**src/rtl/core/text_condenser_fsm_macros.svh**
```systemverilog
// ----------------------------------------------------------------------------
// Text condenser assertion macros
// Clocked assertion wrappers; they expand to nothing in synthesis.
// ----------------------------------------------------------------------------
`ifndef TEXT_CONDENSER_FSM_MACROS_SVH
`define TEXT_CONDENSER_FSM_MACROS_SVH

`ifndef SYNTHESIS
// check prop on every rising clk outside reset
`define TC_ASSERT(lbl, prop, msg) \
	lbl: assert property (@(posedge clk) disable iff (!arst_n) prop) else $error(msg);
// check that cond never holds
`define TC_NEVER(lbl, cond, msg) \
	lbl: assert property (@(posedge clk) disable iff (!arst_n) !(cond)) else $error(msg);
`else
`define TC_ASSERT(lbl, prop, msg)
`define TC_NEVER(lbl, cond, msg)
`endif

`endif

```
**src/rtl/core/tcond_pkg.sv**
```systemverilog
// ----------------------------------------------------------------------------
// Text condenser package
// Types, character codes and widths shared by the condenser modules.
// ----------------------------------------------------------------------------
package tcond_pkg;

	localparam int BYTE_W         = 8;
	localparam int VALUE_W        = 16;
	localparam int COUNT_BITS_DEF = 16;
	localparam int MAX_RES        = 3;
	localparam int RES_IDX_W      = 2;

	localparam logic [BYTE_W-1:0] CHAR_NUL    = 8'h00;
	localparam logic [BYTE_W-1:0] CHAR_TAB    = 8'h09;
	localparam logic [BYTE_W-1:0] CHAR_LF     = 8'h0A;
	localparam logic [BYTE_W-1:0] CHAR_CR     = 8'h0D;
	localparam logic [BYTE_W-1:0] CHAR_SPACE  = 8'h20;
	localparam logic [BYTE_W-1:0] CHAR_LPAREN = 8'h28;
	localparam logic [BYTE_W-1:0] CHAR_RPAREN = 8'h29;
	localparam logic [BYTE_W-1:0] COMMENT_RST = 8'h2A;

	typedef enum logic [1:0] {
		MODE_TEXT    = 2'd0,
		MODE_WHITE   = 2'd1,
		MODE_COMMENT = 2'd2
	} mode_t;

	typedef enum logic [1:0] {
		KIND_BYTE  = 2'd0,
		KIND_LINE  = 2'd1,
		KIND_COUNT = 2'd2
	} kind_t;

	typedef struct packed {
		kind_t              kind;
		logic [VALUE_W-1:0] value;
	} word_t;

	// words caused by one input item, packed from slot 0 up
	typedef struct packed {
		logic [RES_IDX_W-1:0]      cnt;
		word_t [MAX_RES-1:0]       words;
		mode_t                     mode_nxt;
	} step_t;

endpackage

```
**src/rtl/core/tcond_rules.sv**
```systemverilog
// ----------------------------------------------------------------------------
// Text condenser rules
// Mode transitions, word generation and counter updates for one input byte.
// ----------------------------------------------------------------------------
module tcond_rules
	import tcond_pkg::*;
#(
	parameter int COUNT_BITS = COUNT_BITS_DEF,
	localparam int CNT_W = (COUNT_BITS < VALUE_W) ? COUNT_BITS : VALUE_W
) (
	input  logic [BYTE_W-1:0] in_byte,
	input  logic              eot,
	input  logic [BYTE_W-1:0] comment_char,
	input  mode_t             mode,
	input  logic [CNT_W-1:0]  out_count,
	input  logic [CNT_W-1:0]  line_count,
	output logic [CNT_W-1:0]  out_count_nxt,
	output logic [CNT_W-1:0]  line_count_nxt,
	output step_t             step
);

	localparam int NCAND = 4;

	logic              is_cmt, is_ws, is_paren, is_lf, is_nul;
	logic              lead_sp, body, trail_sp;
	mode_t             mode_nxt;
	word_t             cand    [NCAND];
	logic [NCAND-1:0]  cand_en;
	logic [1:0]        nbytes;
	logic [CNT_W+1:0]  out_sum;

	assign is_cmt   = (in_byte == comment_char);
	assign is_ws    = ((in_byte >= CHAR_TAB) && (in_byte <= CHAR_CR)) || (in_byte == CHAR_SPACE);
	assign is_paren = (in_byte == CHAR_LPAREN) || (in_byte == CHAR_RPAREN);
	assign is_lf    = (in_byte == CHAR_LF);
	assign is_nul   = (in_byte == CHAR_NUL);

	always_comb begin : next_mode
		mode_nxt = mode;
		if (eot) begin
			mode_nxt = MODE_TEXT;
		end else begin
			case (mode)
				MODE_COMMENT: begin
					if (is_lf) mode_nxt = MODE_WHITE;
				end
				MODE_WHITE: begin
					if (is_cmt) mode_nxt = MODE_COMMENT;
					else if (!is_ws && !is_paren) mode_nxt = MODE_TEXT;
				end
				default: begin
					if (is_cmt) mode_nxt = MODE_COMMENT;
					else if (is_ws || is_paren) mode_nxt = MODE_WHITE;
					else mode_nxt = MODE_TEXT;
				end
			endcase
		end
	end

	always_comb begin : byte_flags
		lead_sp  = 1'b0;
		body     = 1'b0;
		trail_sp = 1'b0;
		if (!eot) begin
			case (mode)
				MODE_COMMENT: begin
				end
				MODE_WHITE: begin
					if (!is_cmt && !is_ws) begin
						if (is_paren) begin
							body     = 1'b1;
							trail_sp = 1'b1;
						end else begin
							body = !is_nul;
						end
					end
				end
				default: begin
					if (is_cmt || is_ws) begin
						lead_sp = 1'b1;
					end else if (is_paren) begin
						lead_sp  = 1'b1;
						body     = 1'b1;
						trail_sp = 1'b1;
					end else begin
						body = !is_nul;
					end
				end
			endcase
		end
	end

	// candidates in order: line record, space, byte, space (eot: NUL, count)
	always_comb begin : candidates
		if (eot) begin
			cand[0] = '{kind: KIND_BYTE,  value: VALUE_W'(CHAR_NUL)};
			cand[1] = '{kind: KIND_COUNT, value: VALUE_W'(line_count)};
			cand[2] = '{kind: KIND_BYTE,  value: VALUE_W'(CHAR_NUL)};
			cand[3] = '{kind: KIND_BYTE,  value: VALUE_W'(CHAR_NUL)};
			cand_en = 4'b0011;
		end else begin
			cand[0] = '{kind: KIND_LINE, value: VALUE_W'(out_count)};
			cand[1] = '{kind: KIND_BYTE, value: VALUE_W'(CHAR_SPACE)};
			cand[2] = '{kind: KIND_BYTE, value: VALUE_W'(in_byte)};
			cand[3] = '{kind: KIND_BYTE, value: VALUE_W'(CHAR_SPACE)};
			cand_en = {trail_sp, body, lead_sp, is_lf};
		end
	end

	// compact enabled candidates into the result slots
	always_comb begin : pack_words
		logic [2:0] n;
		n          = 3'd0;
		step.words = '0;
		for (int i = 0; i < NCAND; i++) begin
			if (cand_en[i]) begin
				if (n < 3'(MAX_RES)) step.words[n[RES_IDX_W-1:0]] = cand[i];
				n = n + 3'd1;
			end
		end
		step.cnt      = n[RES_IDX_W-1:0];
		step.mode_nxt = mode_nxt;
	end

	assign nbytes  = 2'({1'b0, lead_sp} + {1'b0, body} + {1'b0, trail_sp});
	assign out_sum = {2'b00, out_count} + (CNT_W+2)'(nbytes);

	always_comb begin : counters
		if (eot) begin
			out_count_nxt  = '0;
			line_count_nxt = '0;
		end else begin
			// saturate at all ones
			out_count_nxt  = (out_sum[CNT_W+1:CNT_W] != 2'b00) ? '1 : out_sum[CNT_W-1:0];
			line_count_nxt = line_count;
			if (is_lf && (line_count != '1)) line_count_nxt = line_count + 1'b1;
		end
	end

endmodule

```
**src/rtl/core/text_condenser_fsm.sv**
```systemverilog
// The first result word is offered in the cycle after its input word is taken.
// Throughput: one input word per cycle while each causes at most one result word and the receiver takes
//   every word; an input word that causes several words holds the result register until its last word is taken.
// Input words that cause no result leave the result register idle and show nothing.
// Reset (arst_n low): mode to text, both counters to zero, result register empty,
//   comment character to 0x2A.
// ----------------------------------------------------------------------------
// Text condenser top level
// Collapses whitespace, drops comments and NULs, spaces out parentheses and
// reports line ends and the final line count over a streaming interface.
// ----------------------------------------------------------------------------
`include "text_condenser_fsm_macros.svh"

module text_condenser_fsm
	import tcond_pkg::*;
#(
	parameter int COUNT_BITS = COUNT_BITS_DEF
) (
	input  logic               clk,
	input  logic               arst_n,
	input  logic               cfg_we,
	input  logic [BYTE_W-1:0]  cfg_wdata,
	input  logic               s_tvalid,
	output logic               s_tready,
	input  logic [BYTE_W-1:0]  s_tdata,   // [7:0] in_byte
	input  logic               s_tlast,   // end_of_text
	output logic               m_tvalid,
	input  logic               m_tready,
	output logic [VALUE_W-1:0] m_tdata,   // [15:0] value
	output logic [1:0]         m_tuser,   // [1:0] kind
	output logic               m_tlast    // last
);

	localparam int CNT_W = (COUNT_BITS < VALUE_W) ? COUNT_BITS : VALUE_W;

	logic [BYTE_W-1:0]    comment_q;
	mode_t                mode_q;
	logic [CNT_W-1:0]     out_cnt_q, line_cnt_q;
	logic [CNT_W-1:0]     out_cnt_nxt, line_cnt_nxt;
	step_t                step;

	logic                 vld_q;
	logic [RES_IDX_W-1:0] idx_q, lst_q;
	word_t                words_q [MAX_RES];

	logic                 acc, out_fire, drain_last;

	tcond_rules #(.COUNT_BITS(COUNT_BITS)) u_rules (
		.in_byte        (s_tdata),
		.eot            (s_tlast),
		.comment_char   (comment_q),
		.mode           (mode_q),
		.out_count      (out_cnt_q),
		.line_count     (line_cnt_q),
		.out_count_nxt  (out_cnt_nxt),
		.line_count_nxt (line_cnt_nxt),
		.step           (step)
	);

	assign out_fire   = vld_q && m_tready;
	assign drain_last = out_fire && (idx_q == lst_q);
	assign s_tready   = !vld_q || drain_last;
	assign acc        = s_tvalid && s_tready;

	always_ff @(posedge clk or negedge arst_n) begin
		if (!arst_n) begin
			comment_q <= COMMENT_RST;
		end else if (cfg_we) begin
			comment_q <= cfg_wdata;
		end
	end

	always_ff @(posedge clk or negedge arst_n) begin
		if (!arst_n) begin
			mode_q     <= MODE_TEXT;
			out_cnt_q  <= '0;
			line_cnt_q <= '0;
		end else if (acc) begin
			mode_q     <= step.mode_nxt;
			out_cnt_q  <= out_cnt_nxt;
			line_cnt_q <= line_cnt_nxt;
		end
	end

	always_ff @(posedge clk or negedge arst_n) begin
		if (!arst_n) begin
			vld_q <= 1'b0;
			idx_q <= '0;
			lst_q <= '0;
		end else if (acc) begin
			// load the new bundle; an empty one leaves the register idle
			vld_q <= (step.cnt != '0);
			idx_q <= '0;
			lst_q <= step.cnt - 1'b1;
		end else if (out_fire) begin
			if (idx_q == lst_q) vld_q <= 1'b0;
			else idx_q <= idx_q + 1'b1;
		end
	end

	always_ff @(posedge clk) begin
		if (acc) begin
			for (int i = 0; i < MAX_RES; i++) words_q[i] <= step.words[i];
		end
	end

	assign m_tvalid = vld_q;
	assign m_tdata  = words_q[idx_q].value;
	assign m_tuser  = words_q[idx_q].kind;
	assign m_tlast  = (idx_q == lst_q);

	`TC_NEVER(a_idx_range, vld_q && ((idx_q > lst_q) || (lst_q > 2'(MAX_RES - 1))), "result index out of range")
	`TC_ASSERT(a_eot_clear, (acc && s_tlast) |=> (mode_q == MODE_TEXT && out_cnt_q == '0 && line_cnt_q == '0), "state not cleared after end of text")
	`TC_ASSERT(a_eot_nul, (acc && s_tlast) |=> (m_tvalid && m_tuser == KIND_BYTE && m_tdata == '0 && !m_tlast), "end of text does not open with terminator")

endmodule

```
**config.mk**
```make
export PLATFORM = sky130hd
export DESIGN_NAME = text_condenser_fsm
export DESIGN_NICKNAME = d
export VERILOG_FILES = /design/src/rtl/core/tcond_pkg.sv /design/src/rtl/core/tcond_rules.sv /design/src/rtl/core/text_condenser_fsm.sv
export VERILOG_INCLUDE_DIRS = /design/src /design/src/rtl/core
export SDC_FILE = /design/constraint.sdc
export NUM_CORES = 1
export LEC_CHECK = 0
export BUFFER_PORTS_ARGS = -buffer_cell sky130_fd_sc_hd__buf_2
export CORE_MARGIN = 4
export CORE_UTILIZATION = 31
export DETAILED_ROUTE_END_ITERATION = 8
export PLACE_DENSITY = 0.47
export SLEW_MARGIN = 30
export SYNTH_ARGS = -nofsm -noshare
export SYNTH_HDL_FRONTEND = slang
export SYNTH_SLANG_ARGS = --single-unit
```
**constraint.sdc**
```tcl
create_clock -name clk -period 6.01 [get_ports clk]
set_input_delay 1.202 -clock clk [delete_from_list [all_inputs] [get_ports clk]]
set_output_delay 1.202 -clock clk [all_outputs]
set_load 0.1 [all_outputs]
```
# [Yosys cells after proc, flatten, opt, wreduce, memory -nomap -nowiden]
# Memories as Yosys holds them, arrays and structs flattened.
# Index checks and enable logic that the tools add are counted.
[word_totals] register_bits=47 ram_bits=54 in_bits=22 output_inout_bits=21 wordCells=125 memories=1
[op_classes] add_sub_neg=9 order_cmp=11 n_eq_ne=12 mux=54 n_reduce_logical=31
[mem_list] name="words_q" depth=3 word_bits=18 read_ports=1 rd_ports_with_merged_regs=0 wr=3 line_no="text_condenser_fsm.sv:44" source="word_t words_q [MAX_RES];"
[op_table] cell="2-to-1 mux 54 bit" count=6
[op_table] cell="bitwise mux 54 bit" count=3
[op_table] cell="demux 18 bit (select 2 bit)" count=3
[op_table] cell="2-to-1 mux 71 bit" count=1
[op_table] cell="2-to-1 mux 16 bit" count=4
[op_table] cell="2-to-1 mux 18 bit" count=3
[op_table] cell="== test 8 x 6 -> 1 bit, second input constant" count=3
[op_table] cell="2-to-1 mux 1 bit" count=18
[op_table] cell="2-to-1 mux 2 bit" count=9
[op_table] cell="adder 16 x 2 -> 17 bit" count=1
[op_table] cell="2-to-1 mux 17 bit" count=1
[op_table] cell="adder 16 x 1 -> 16 bit, second input constant" count=1
[op_table] cell="!= test 16 bit, second input constant" count=1
[op_table] cell="logical AND 1 bit" count=10
[op_table] cell="nonzero test 2 bit" count=5
[op_table] cell="== test 8 x 4 -> 1 bit, second input constant" count=1
[op_table] cell="== test 8 bit" count=1
[op_table] cell=">= comparator 8 x 4 -> 1 bit, second input constant" count=1
[op_table] cell="<= comparator 8 x 4 -> 1 bit, second input constant" count=1
[op_table] cell="zero test 8 bit" count=1
[op_table] cell="< comparator 2 x 3 -> 1 bit, second input constant" count=2
[op_table] cell="< comparator 3 x 2 -> 1 bit, second input constant" count=2
[op_table] cell="2-to-1 mux 3 bit" count=2
[op_table] cell="AND reduction 2 bit" count=3
[op_table] cell="23 further kinds" count=34

# [Depth between registers and ports, before layout]
# Gate-level depths: netlist of the first run.
[logic_depth] word_depth=23 ltp_mapped=15 ltp_nobuf=14

# [Modules after synthesis]
# From an unflattened synthesis of the first run, not the netlist that was laid out.
[unflattened] cells_unflattened=554 area_unflattened_um2=6269.8
[by_module_without_submodules] mod="text_condenser_fsm" n_inst=1 cells_each=243 area_per_inst_um2=4016.4 seq_area_each_um2=2801.4
[by_module_without_submodules] mod="tcond_rules" n_inst=1 cells_each=311 area_per_inst_um2=2253.4 seq_area_each_um2=0.0

# [Worst setup path after synthesis of the first run]
# Ideal clock, no wire load.
[synth_timing] kind="input to register" start="in m_tready" end="reg out_cnt_q[4]" setup_ps=99 arrival_time_ps=4506 required_ps=5911 path_slack_ps=1405 path_stages=7 path_buffers=1 cell_sequence="inv_1 -> o31ai_2 -> nand2_1 -> inv_1 -> buf_2 -> a41oi_1 -> a311oi_1"
[synth_between] elab_chain_cells=4
[synth_lines] item="start: declaration" line_no="text_condenser_fsm.sv:28" source="input logic m_tready,"
[synth_lines] item="logical AND 1 bit" line_no="text_condenser_fsm.sv:60" source="assign out_fire = vld_q && m_tready;"
[synth_lines] item="logical AND 1 bit" line_no="text_condenser_fsm.sv:61" source="assign drain_last = out_fire && (idx_q == lst_q);"
[synth_lines] item="logical OR 1 bit" line_no="text_condenser_fsm.sv:62" source="assign s_tready = !vld_q || drain_last;"
[synth_lines] item="via s_tready" line_no="text_condenser_fsm.sv:24" source="output logic s_tready,"
[synth_lines] item="logical AND 1 bit" line_no="text_condenser_fsm.sv:63" source="assign acc = s_tvalid && s_tready;"
[synth_lines] item="via acc" line_no="text_condenser_fsm.sv:46" source="logic acc, out_fire, drain_last;"
[synth_lines] item="end signal: assignment" line_no="text_condenser_fsm.sv:80" source="out_cnt_q <= out_cnt_nxt;"
[synth_lines] item="end: declaration" line_no="text_condenser_fsm.sv:38" source="logic [CNT_W-1:0] out_cnt_q, line_cnt_q;"
# The timed path passes the listed nets, and every way through them passes these cells.
# A chain may end at the register's enable or synchronous reset.

# [Worst setup path after layout of the first run]
[layout_timing] start="in s_tdata[5]" end="reg out_cnt_q[4]"
[layout_between] elab_chain_cells=14 word_cells_on_any_way=34 classes_between="add/sub: 3; order compare: 2; eq/ne: 4; mux: 15; reduce/logical: 10"
[layout_lines] item="start: declaration" line_no="text_condenser_fsm.sv:25" source="input logic [BYTE_W-1:0] s_tdata,"
[layout_lines] item=">= comparator 8 x 4 -> 1 bit / <= comparator 8 x 4 -> 1 bit (equally long branches)" line_no="tcond_rules.sv:33" source="assign is_ws = ((in_byte >= CHAR_TAB) && (in_byte <= CHAR_CR)) || (in_byte == CHAR_SPACE);"
[layout_lines] item="logical AND 1 bit" line_no="tcond_rules.sv:33"
[layout_lines] item="logical OR 1 bit" line_no="tcond_rules.sv:33"
[layout_lines] item="zero test 1 bit" line_no="tcond_rules.sv:69" source="if (!is_cmt && !is_ws) begin"
[layout_lines] item="logical AND 1 bit" line_no="tcond_rules.sv:69"
[layout_lines] item="2-to-1 mux 1 bit" line_no="tcond_rules.sv:69"
[layout_lines] item="one-hot mux 1 bit (2 select lines)" line_no="tcond_rules.sv:65" source="case (mode)"
[layout_lines] item="2-to-1 mux 1 bit" line_no="tcond_rules.sv:64" source="if (!eot) begin"
[layout_lines] item="adder 1 x 1 -> 2 bit" line_no="tcond_rules.sv:125" source="assign nbytes = 2'({1'b0, lead_sp} + {1'b0, body} + {1'b0, trail_sp});"
[layout_lines] item="adder 2 x 1 -> 2 bit *" line_no="tcond_rules.sv:125"
[layout_lines] item="adder 16 x 2 -> 17 bit *" line_no="tcond_rules.sv:126" source="assign out_sum = {2'b00, out_count} + (CNT_W+2)'(nbytes);"
[layout_lines] item="nonzero test 2 bit" line_no="tcond_rules.sv:134" source="out_count_nxt = (out_sum[CNT_W+1:CNT_W] != 2'b00) ? '1 : out_sum[CNT_W-1:0];"
[layout_lines] item="2-to-1 mux 16 bit *" line_no="tcond_rules.sv:134"
[layout_lines] item="2-to-1 mux 16 bit *" line_no="tcond_rules.sv:129" source="if (eot) begin"
# Every way passes the cells marked *; elsewhere a longest branch is shown, timed or not.

==> results by group, run 1 <==
Power
  • Leakage power: 2.365 nW
  • Power per unit of standard cell area: 428.2 mW/mm^2
  • Max VDD drop: 0.3275 mV

Die
  • Height of the chip: 135.3 um
  • Area of the core: 0.01589 sq mm
  • Effective utilization at floorplan: 31.65%
  • Count of boundary I/O pins: 43
  • Total Die Area: 0.01832 sq mm
  • Die Wd: 135.3 um
  • Std-Cell Rows: 46

Critical path
  • CP Max Fanout: 12
  • Required time of the worst setup path: 6.26 ns
  • Setup crit end kind: flop
  • Crit Path Class: in2reg
  • Capture point of the worst reg-to-reg path: out_cnt_q[4]
  • Depth of the most critical reg-to-reg path: 13
  • Reg2Reg Setup Slack: 2.09 ns
  • Origin of the critical flop-to-flop path: mode_q[0]
  • Critical Path AT: 4.94 ns
  • Critical path launch point type: primary input

Synthesis
  • Post-synth top flop: sky130_fd_sc_hd__dfrtp_1
  • Share of the yosys chip area belonging to registers: 49.15%
  • EDFF count, synth: 43
  • Syn. warnings: 0
  • Fraction of post-synthesis cell area in the top cell type by area: 25.68%
  • Net Count, Synth: 512
  • Synth top area cells: sky130_fd_sc_hd__edfxtp_1 26%, sky130_fd_sc_hd__dfrtp_1 22%, sky130_fd_sc_hd__mux2i_1 3.8%, sky130_fd_sc_hd__xnor2_1 3.7%, sky130_fd_sc_hd__nor2_1 3.4%
  • Number of standard cells after synthesis: 475
  • Number of distinct library cells after synthesis: 62
  • Synthesized flop and latch total: 90
  • Post-synthesis cell area: 0.005027 sq mm
  • Fraction of registers with async set or reset after synthesis: 52.22%
  • Mean cell area of the mapped netlist: 10.58 sq um
  • Post-synth top area cell: sky130_fd_sc_hd__edfxtp_1

Hold path
  • Endpoint of the worst hold-timing path: lst_q[0]
  • Hold path startpoint: lst_q[0]
  • Number of cells on the worst hold path: 2
  • HP Class: reg2reg

Clock tree
  • Clock-pin slew of the registers on the worst-case setup and hold paths: 0.06 ns
  • Num CTS Buffers: 9
  • Clk Tree Root Cell: sky130_fd_sc_hd__clkbuf_16
  • Total of cells resized after clock tree synthesis: 0
  • TritonCTS clock tree: done
  • Hold-fix buffer count after cts: 0
  • Maximum clock path buffer count: 2
  • Worst skew pair latency: 0.35 ns
  • H-tree depth reported by CTS: 3
  • Number of setup buffers added after CTS: 0
  • Total number of clock tree sinks: 90

Global routing
  • Antenna violations before repair: 0
  • Global-route wire length before repair: 19590 um
  • Largest net degree at the start of global routing: 48
  • GR Util All Layers: 13.74%
  • Number of global-route vias before repair: 3549
  • GRT overflow: 0

Cells and area
  • Area grow syn2layout: 13.44%
  • Number of fill cells: 1612
  • ANT cells: 0
  • Share of cells above drive strength 1: 17.61%
  • Total number of nets in the final design: 543
  • Summed area of non-filler cells in the final layout: 0.005703 sq mm

Detailed routing
  • Starting DRC count in detailed routing: 204
  • Antenna-violating nets left: 0
  • Total via count after detailed routing: 3667
  • Post-route DRC: 0
  • Drt via density: 5.044
  • Routed Wire Length: 12160 um
  • Count of TritonRoute iterations in the first routing pass: 4
  • Mean routed wirelength per cell: 16.72 um

Timing
  • Pin slew with the least headroom to its limit: 0.8740 ns
  • Worst slew margin: 41.58%
  • Unrepaired setup endpoints after global routing: no
  • Final Cycle Share: 78.15%
  • Max-slew violation count: 0
  • Final Hold Viols: 0
  • Sum Neg Setup Slack: 0 ns
  • Highest clock frequency the design can meet: 0.2129 GHz
  • Setup-failing EPs final: 0
  • Worst clock skew on the final layout: 0.007112 ns
  • Tmin final: 4.697 ns

Placed design
  • Post-DP HPWL: 8741 um
  • Last weighted congestion value of the routability-driven placer: 0.8778
  • Placed cell areas: 0.005445 sq mm
  • Port Buffer Count: 42

Flow run
  • Maximum Capacitance Violations: 0

Status
  • Run status: complete, no violations
## cell families after synthesis
group                    after synthesis  synth area share (%)
AND/OR/NAND/NOR                      179                 19.06
buffers and inverters                 42                 3.434
AO/OA/AOI/OAI                         97                 14.29
flip-flops                            90                 49.15
multiplexers                          28                 5.799
other                                  1               0.07459
XOR/XNOR                              23                 4.007
adder cells (fa/ha/maj)               15                 4.181
## Yosys cell counts, drive strengths merged (2+ instances only)
master / number
a21o: 7
a21oi: 19
a221oi: 2
a22o: 11
a22oi: 2
a311oi: 3
a31oi: 6
a32o: 4
a41oi: 5
and2: 25
and3: 18
and4: 3
buf: 9
clkbuf: 20
dfrtp: 44
dfstp: 3
edfxtp: 43
fa: 3
ha: 12
inv: 13
mux2: 9
mux2i: 19
nand2: 38
nand2b: 3
nand3: 11
nand4: 6
nor2: 45
nor3: 9
nor3b: 4
nor4: 6
nor4b: 3
o21ai: 15
o22a: 8
o31ai: 6
o41ai: 2
or2: 4
xnor2: 21
xor2: 2
## area by class of cell
type | instances | area, sq um | area share, %
tap | 216 | 270.3 | 4.739
clock inverter | 4 | 20.02 | 0.3510
timing repair buffer | 49 | 262.8 | 4.607
inverter | 13 | 48.80 | 0.8556
clock buffer | 12 | 236.5 | 4.147
sequential | 90 | 2472 | 43.35
multi-input combinational | 343 | 2392 | 41.95
## routing by layer
layer	up-vias	part of all wire [%]	global-route usage, %	wire length, um
li1	1805	-	-	-
met1	1794	47	18.45	5705
met2	55	49	22.21	5907
met3	13	2.6	2.192	322
met4	0	1.8	5.599	224
met5	-	0	0	0
## worst max-delay path: stages
cell and delay (ns):
sky130_fd_sc_hd__buf_2 0.21, sky130_fd_sc_hd__nand3b_1 0.25, sky130_fd_sc_hd__a21oi_1 0.10, sky130_fd_sc_hd__o21a_1 0.25
sky130_fd_sc_hd__o31ai_1 0.39, sky130_fd_sc_hd__nor2_1 0.09, sky130_fd_sc_hd__fa_1 0.49, sky130_fd_sc_hd__ha_1 0.18
sky130_fd_sc_hd__fa_1 0.27, sky130_fd_sc_hd__nand3_1 0.16, sky130_fd_sc_hd__nor4_4 0.48, sky130_fd_sc_hd__nand2_1 0.33
sky130_fd_sc_hd__and2_1 0.27, sky130_fd_sc_hd__a311oi_1 0.26
## state kept, by name, indices dropped and copies added (netlist names)
signal / flops
comment_q: 8
idx_q: 2
m_tvalid: 1
words_q: 43
out_cnt_q: 16
mode_q: 2
line_cnt_q: 16
lst_q: 2
## worst max-delay path by stage
stage,slack [ns],start,to
floorplan,1.40,m_tready,out_cnt_q[4]
global placement,1.05,s_tdata[5],out_cnt_q[4]
detailed placement,0.99,s_tdata[5],out_cnt_q[4]
CTS,1.33,s_tdata[5],out_cnt_q[2]
global route,0.94,s_tdata[5],out_cnt_q[2]
finish,1.31,s_tdata[5],out_cnt_q[4]
## power by group
group / total, mW / switching [mW] / leakage (nW) / internal [mW]
clock network: 0.504 / 0.227 / 0.122 / 0.277
logic: 1.11 / 0.902 / 1.21 / 0.212
registers: 0.823 / 0.0592 / 1.03 / 0.764
## stage by stage
step	util (%)	power, mW	cells	worst slack (ns)	hold WS (ns)
after floorplan	-	1.752	475	1.405	0.4600
after global placement	34.26	1.962	711	1.052	0.4839
after detailed placement	34.28	1.967	711	0.9857	0.4871
after CTS	35.89	2.476	727	1.332	0.5033
after global routing	35.90	2.563	727	0.9353	0.5377
final	35.90	2.442	727	1.313	0.4971
## cells in the final DEF (no fill, tap or decap), types with 4 or more instances in the layout
cell	n
sky130_fd_sc_hd__a32o_1	4
sky130_fd_sc_hd__ha_1	12
sky130_fd_sc_hd__or2_2	4
sky130_fd_sc_hd__edfxtp_1	43
sky130_fd_sc_hd__a41oi_1	5
sky130_fd_sc_hd__and2_1	25
sky130_fd_sc_hd__mux2i_1	19
sky130_fd_sc_hd__and3_1	18
sky130_fd_sc_hd__nor3_1	8
sky130_fd_sc_hd__buf_2	42
sky130_fd_sc_hd__a21o_1	7
sky130_fd_sc_hd__nor2_1	44
sky130_fd_sc_hd__nand2_1	38
sky130_fd_sc_hd__a31oi_1	6
sky130_fd_sc_hd__clkbuf_16	9
sky130_fd_sc_hd__a21oi_1	19
sky130_fd_sc_hd__xnor2_1	21
sky130_fd_sc_hd__buf_4	7
sky130_fd_sc_hd__dfrtp_1	43
sky130_fd_sc_hd__nand3_1	11
sky130_fd_sc_hd__inv_1	11
sky130_fd_sc_hd__nand4_1	6
sky130_fd_sc_hd__mux2_2	8
sky130_fd_sc_hd__a22o_1	11
sky130_fd_sc_hd__o21ai_0	15
sky130_fd_sc_hd__o31ai_1	4
sky130_fd_sc_hd__o22a_1	8
(Power assumes the default switching activity.)
==> inputs of run 2 (changes only) <==
--- a/config.mk
+++ b/config.mk
@@ -6,11 +6,12 @@
 export SDC_FILE = /design/constraint.sdc
 export NUM_CORES = 1
 export LEC_CHECK = 0
+export ABC_AREA = 1
 export BUFFER_PORTS_ARGS = -buffer_cell sky130_fd_sc_hd__buf_2
 export CORE_MARGIN = 4
 export CORE_UTILIZATION = 31
 export DETAILED_ROUTE_END_ITERATION = 8
-export PLACE_DENSITY = 0.47
+export PLACE_DENSITY = 0.48
 export SLEW_MARGIN = 30
 export SYNTH_ARGS = -nofsm -noshare
 export SYNTH_HDL_FRONTEND = slang
==> constraint.sdc (replaced) <==
create_clock -name clk -period 4.2 [get_ports clk]
set_input_delay 0.84 -clock clk [delete_from_list [all_inputs] [get_ports clk]]
set_output_delay 0.84 -clock clk [all_outputs]
set_load 0.1 [all_outputs]
==> run 2 against run 1 <==
  * Non-clock buffer count is 2 higher
  * Critical endpoint is now out_cnt_q[15]
  * Critical path type is now reg2reg
  * Highest routed layer unchanged
  * Flip-flop and latch count unchanged
  * Clock power rose by 89%
  * Clock-buffer cell count is 3 lower
  * Utilization rose by 0.13 points
  * Register-to-register slack got worse by 1.6 ns
  * Sequential share of layout area fell by 3.6 points
  * Total power rose by 77%
  * Final cell count is 27% higher
==> results by group, run 2 <==
Clock tree
  • Clock-pin slew of the registers on the worst-case setup and hold paths: 0.07 ns
  • H-tree depth reported by CTS: 3
  • Num CTS Buffers: 9
  • Total number of clock tree sinks: 90
  • Maximum clock path buffer count: 2
  • Clk Tree Root Cell: sky130_fd_sc_hd__clkbuf_16
  • Number of setup buffers added after CTS: 0
  • TritonCTS clock tree: done
  • Worst skew pair latency: 0.35 ns

Synthesis
  • Syn. warnings: 0
  • Number of standard cells after synthesis: 654
  • Post-synth top flop: sky130_fd_sc_hd__dfrtp_1
  • Share of the yosys chip area belonging to registers: 45.52%
  • Post-synthesis cell area: 0.005429 sq mm
  • Fraction of registers with async set or reset after synthesis: 52.22%
  • Number of distinct library cells after synthesis: 43
  • Synth top area cells: sky130_fd_sc_hd__edfxtp_1 24%, sky130_fd_sc_hd__dfrtp_1 20%, sky130_fd_sc_hd__nand2_1 8.9%, sky130_fd_sc_hd__nor2_1 6.4%, sky130_fd_sc_hd__inv_1 5.3%
  • Synthesized flop and latch total: 90
  • Dominant cell by count in the synthesized netlist: sky130_fd_sc_hd__nand2_1
  • List of most frequent post-synthesis cells: 129 x sky130_fd_sc_hd__nand2_1, 92 x sky130_fd_sc_hd__nor2_1, 77 x sky130_fd_sc_hd__inv_1, 54 x sky130_fd_sc_hd__o21ai_0, 44 x sky130_fd_sc_hd__dfrtp_1
  • Post-synth top area cell: sky130_fd_sc_hd__edfxtp_1
  • Net Count, Synth: 691
  • EDFF count, synth: 43
  • Fraction of post-synthesis cell area in the top cell type by area: 23.78%
  • Mean cell area of the mapped netlist: 8.301 sq um

Placed design
  • Placed cell areas: 0.005843 sq mm
  • Post-DP HPWL: 10410 um
  • Placement Setup Slack: 0.03897 ns
  • Last weighted congestion value of the routability-driven placer: 0.9150
  • Port Buffer Count: 42

Die
  • Total Die Area: 0.01969 sq mm
  • Std-Cell Rows: 48
  • Die Wd: 140.3 um
  • Height of the chip: 140.3 um
  • Area of the core: 0.01724 sq mm
  • Count of boundary I/O pins: 43
  • Effective utilization at floorplan: 31.50%

Timing
  • Max-slew violation count: 0
  • Pin slew with the least headroom to its limit: 0.8260 ns
  • Worst clock skew on the final layout: 0.01001 ns
  • Tmin final: 3.717 ns
  • Final Cycle Share: 88.50%
  • Sum Neg Setup Slack: 0 ns
  • Final Hold Viols: 0
  • Unrepaired setup endpoints after global routing: no
  • Slack of the critical path: 0.4830 ns
  • Highest clock frequency the design can meet: 0.2690 GHz
  • Setup-failing EPs final: 0
  • Worst slew margin: 44.73%

Critical path
  • Critical Path AT: 4.01 ns
  • CP Max Fanout: 15
  • Required time of the worst setup path: 4.49 ns
  • CP Cell Sequence: inv_1 -> ha_1 -> o21ai_1 -> nor2_1 -> nand3_1 -> inv_1 -> fa_1 -> ha_1 -> fa_1 -> nand2_1 -> inv_1 -> nand3_1 -> nor2_2 -> nand3_1 -> nor2_4 -> nand3b_1 -> nand2_1 -> nand2_1
  • Crit Path Class: reg2reg
  • Critical path's largest stage delay: 0.52 ns
  • Critical path's slowest cell: sky130_fd_sc_hd__fa_1
  • Critical path launch point type: flop
  • Setup crit end kind: flop

Cells and area
  • Area grow syn2layout: 14.38%
  • Commonest non-fill, non-tap cells in the layout: 129 x sky130_fd_sc_hd__nand2_1, 92 x sky130_fd_sc_hd__nor2_1, 76 x sky130_fd_sc_hd__inv_1, 54 x sky130_fd_sc_hd__o21ai_0, 44 x sky130_fd_sc_hd__dfrtp_1
  • ANT cells: 0
  • Summed area of non-filler cells in the final layout: 0.006210 sq mm
  • Total number of nets in the final design: 729
  • Largest Register: words_q
  • Share of cells above drive strength 1: 16.93%
  • Leading cell type in the layout, fill and taps excluded: sky130_fd_sc_hd__nand2_1
  • Regs by FF count: words_q x43, line_cnt_q x16, out_cnt_q x16
  • Max reg flops: 43

Detailed routing
  • Routed Wire Length: 13910 um
  • Mean routed wirelength per cell: 15.09 um
  • Count of TritonRoute iterations in the first routing pass: 4
  • Total via count after detailed routing: 4347
  • Antenna-violating nets left: 0
  • Starting DRC count in detailed routing: 225
  • Post-route DRC: 0
  • Drt via density: 4.715

Power
  • Sw Ratio: 50.28%
  • Power per unit of standard cell area: 695.9 mW/mm^2
  • Max VDD drop: 0.6817 mV
  • Reported net switching power: 2.173 mW
  • Combinational share of power: 47.2%
  • Share of power burned in the clock network: 22.1%
  • Internal: 2.148 mW
  • Leakage power: 2.735 nW
  • Part of the power in registers: 30.8%

Hold path
  • HP Class: in2async

Global routing
  • GRT overflow: 0
  • GR Util All Layers: 14.87%
  • Largest net degree at the start of global routing: 33
  • Number of global-route vias before repair: 4389
  • Antenna violations before repair: 0
  • Global-route wire length before repair: 23350 um

Status
  • Run status: complete, no violations

Flow run
  • Maximum Capacitance Violations: 0
## run 2: what timing repair did
action	in CTS	in global routing
hold buffers	0	0
setup endpoints to repair	0	7
resized for setup	0	1
## run 2: stage by stage
step / power (mW) / std cells / util, % / hold slack, ns
finish: 4.321 / 922 / 36.03 / 0.4408
global route: 4.558 / 922 / 36.03 / 0.4705
CTS: 4.356 / 921 / 35.91 / 0.4502
detailed placement: 3.394 / 905 / 33.90 / 0.4916
global placement: 3.376 / 905 / 33.90 / 0.4893
floorplan: 2.970 / 654 / - / 0.4689
## run 2: worst max-delay path: cells and delay by family, from the launching register on
kind	cells	cell delay, ns
AND/OR/NAND/NOR	10	1.36
buffers and inverters	3	0.29
flip-flops	1	0.37
adder cells (fa/ha/maj)	4	1.28
AO/OA/AOI/OAI	1	0.33
## run 2: kinds of logic (layout without fill, tap and decap cells)
group	after synthesis	after routing	share of synthesized area, %
AO/OA/AOI/OAI	106	106	11.32
AND/OR/NAND/NOR	299	299	24.91
multiplexers	5	5	1.037
other	1	1	0.06907
XOR/XNOR	31	31	5.001
adder cells (fa/ha/maj)	15	15	3.872
buffers and inverters	107	150	8.274
flip-flops	90	90	45.52
## run 2: power groups by stage
| stage | clock (mW) | combinational (mW) | sequential (mW) |
|---|---|---|---|
| 6_report | 0.953 | 2.04 | 1.33 |
| 4_1_cts | 0.976 | 2.05 | 1.33 |
| 3_5_place_dp | 0 | 2.04 | 1.35 |
| 3_3_place_gp | 0 | 2.03 | 1.34 |
| 5_1_grt | 1.01 | 2.18 | 1.36 |
| 2_1_floorplan | 0 | 1.66 | 1.31 |
## run 2: area by class of cell
type | count | area [sq um]
multi-input combinational | 457 | 2514
clock buffer | 9 | 225.2
inverter | 83 | 311.5
timing repair buffer | 51 | 285.3
tap | 225 | 281.5
fill | 1806 | 11030
clock inverter | 7 | 121.4
sequential | 90 | 2471
## run 2: final timing paths
path	startpoint	to	slack [ns]	cells after the start
hold / removal	arst_n	out_cnt_q[15]	0.44	1
max in group asynchronous	arst_n	comment_q[3]	2.95	2
setup / recovery	mode_q[0]	out_cnt_q[15]	0.48	18
hold reg to reg	comment_q[5]	comment_q[5]	0.50	2
setup reg to reg	mode_q[0]	out_cnt_q[15]	0.48	18
min in group clk	comment_q[5]	comment_q[5]	0.50	2
## run 2: routing by layer
| layer | track usage [%] | vias to the layer above | wire [um] |
|---|---|---|---|
| li1 | - | 2213 | - |
| met1 | 19.89 | 2046 | 6655 |
| met2 | 24.07 | 74 | 6539 |
| met3 | 3.824 | 14 | 525 |
| met4 | 3.825 | 0 | 189 |
| met5 | 0 | - | 0 |
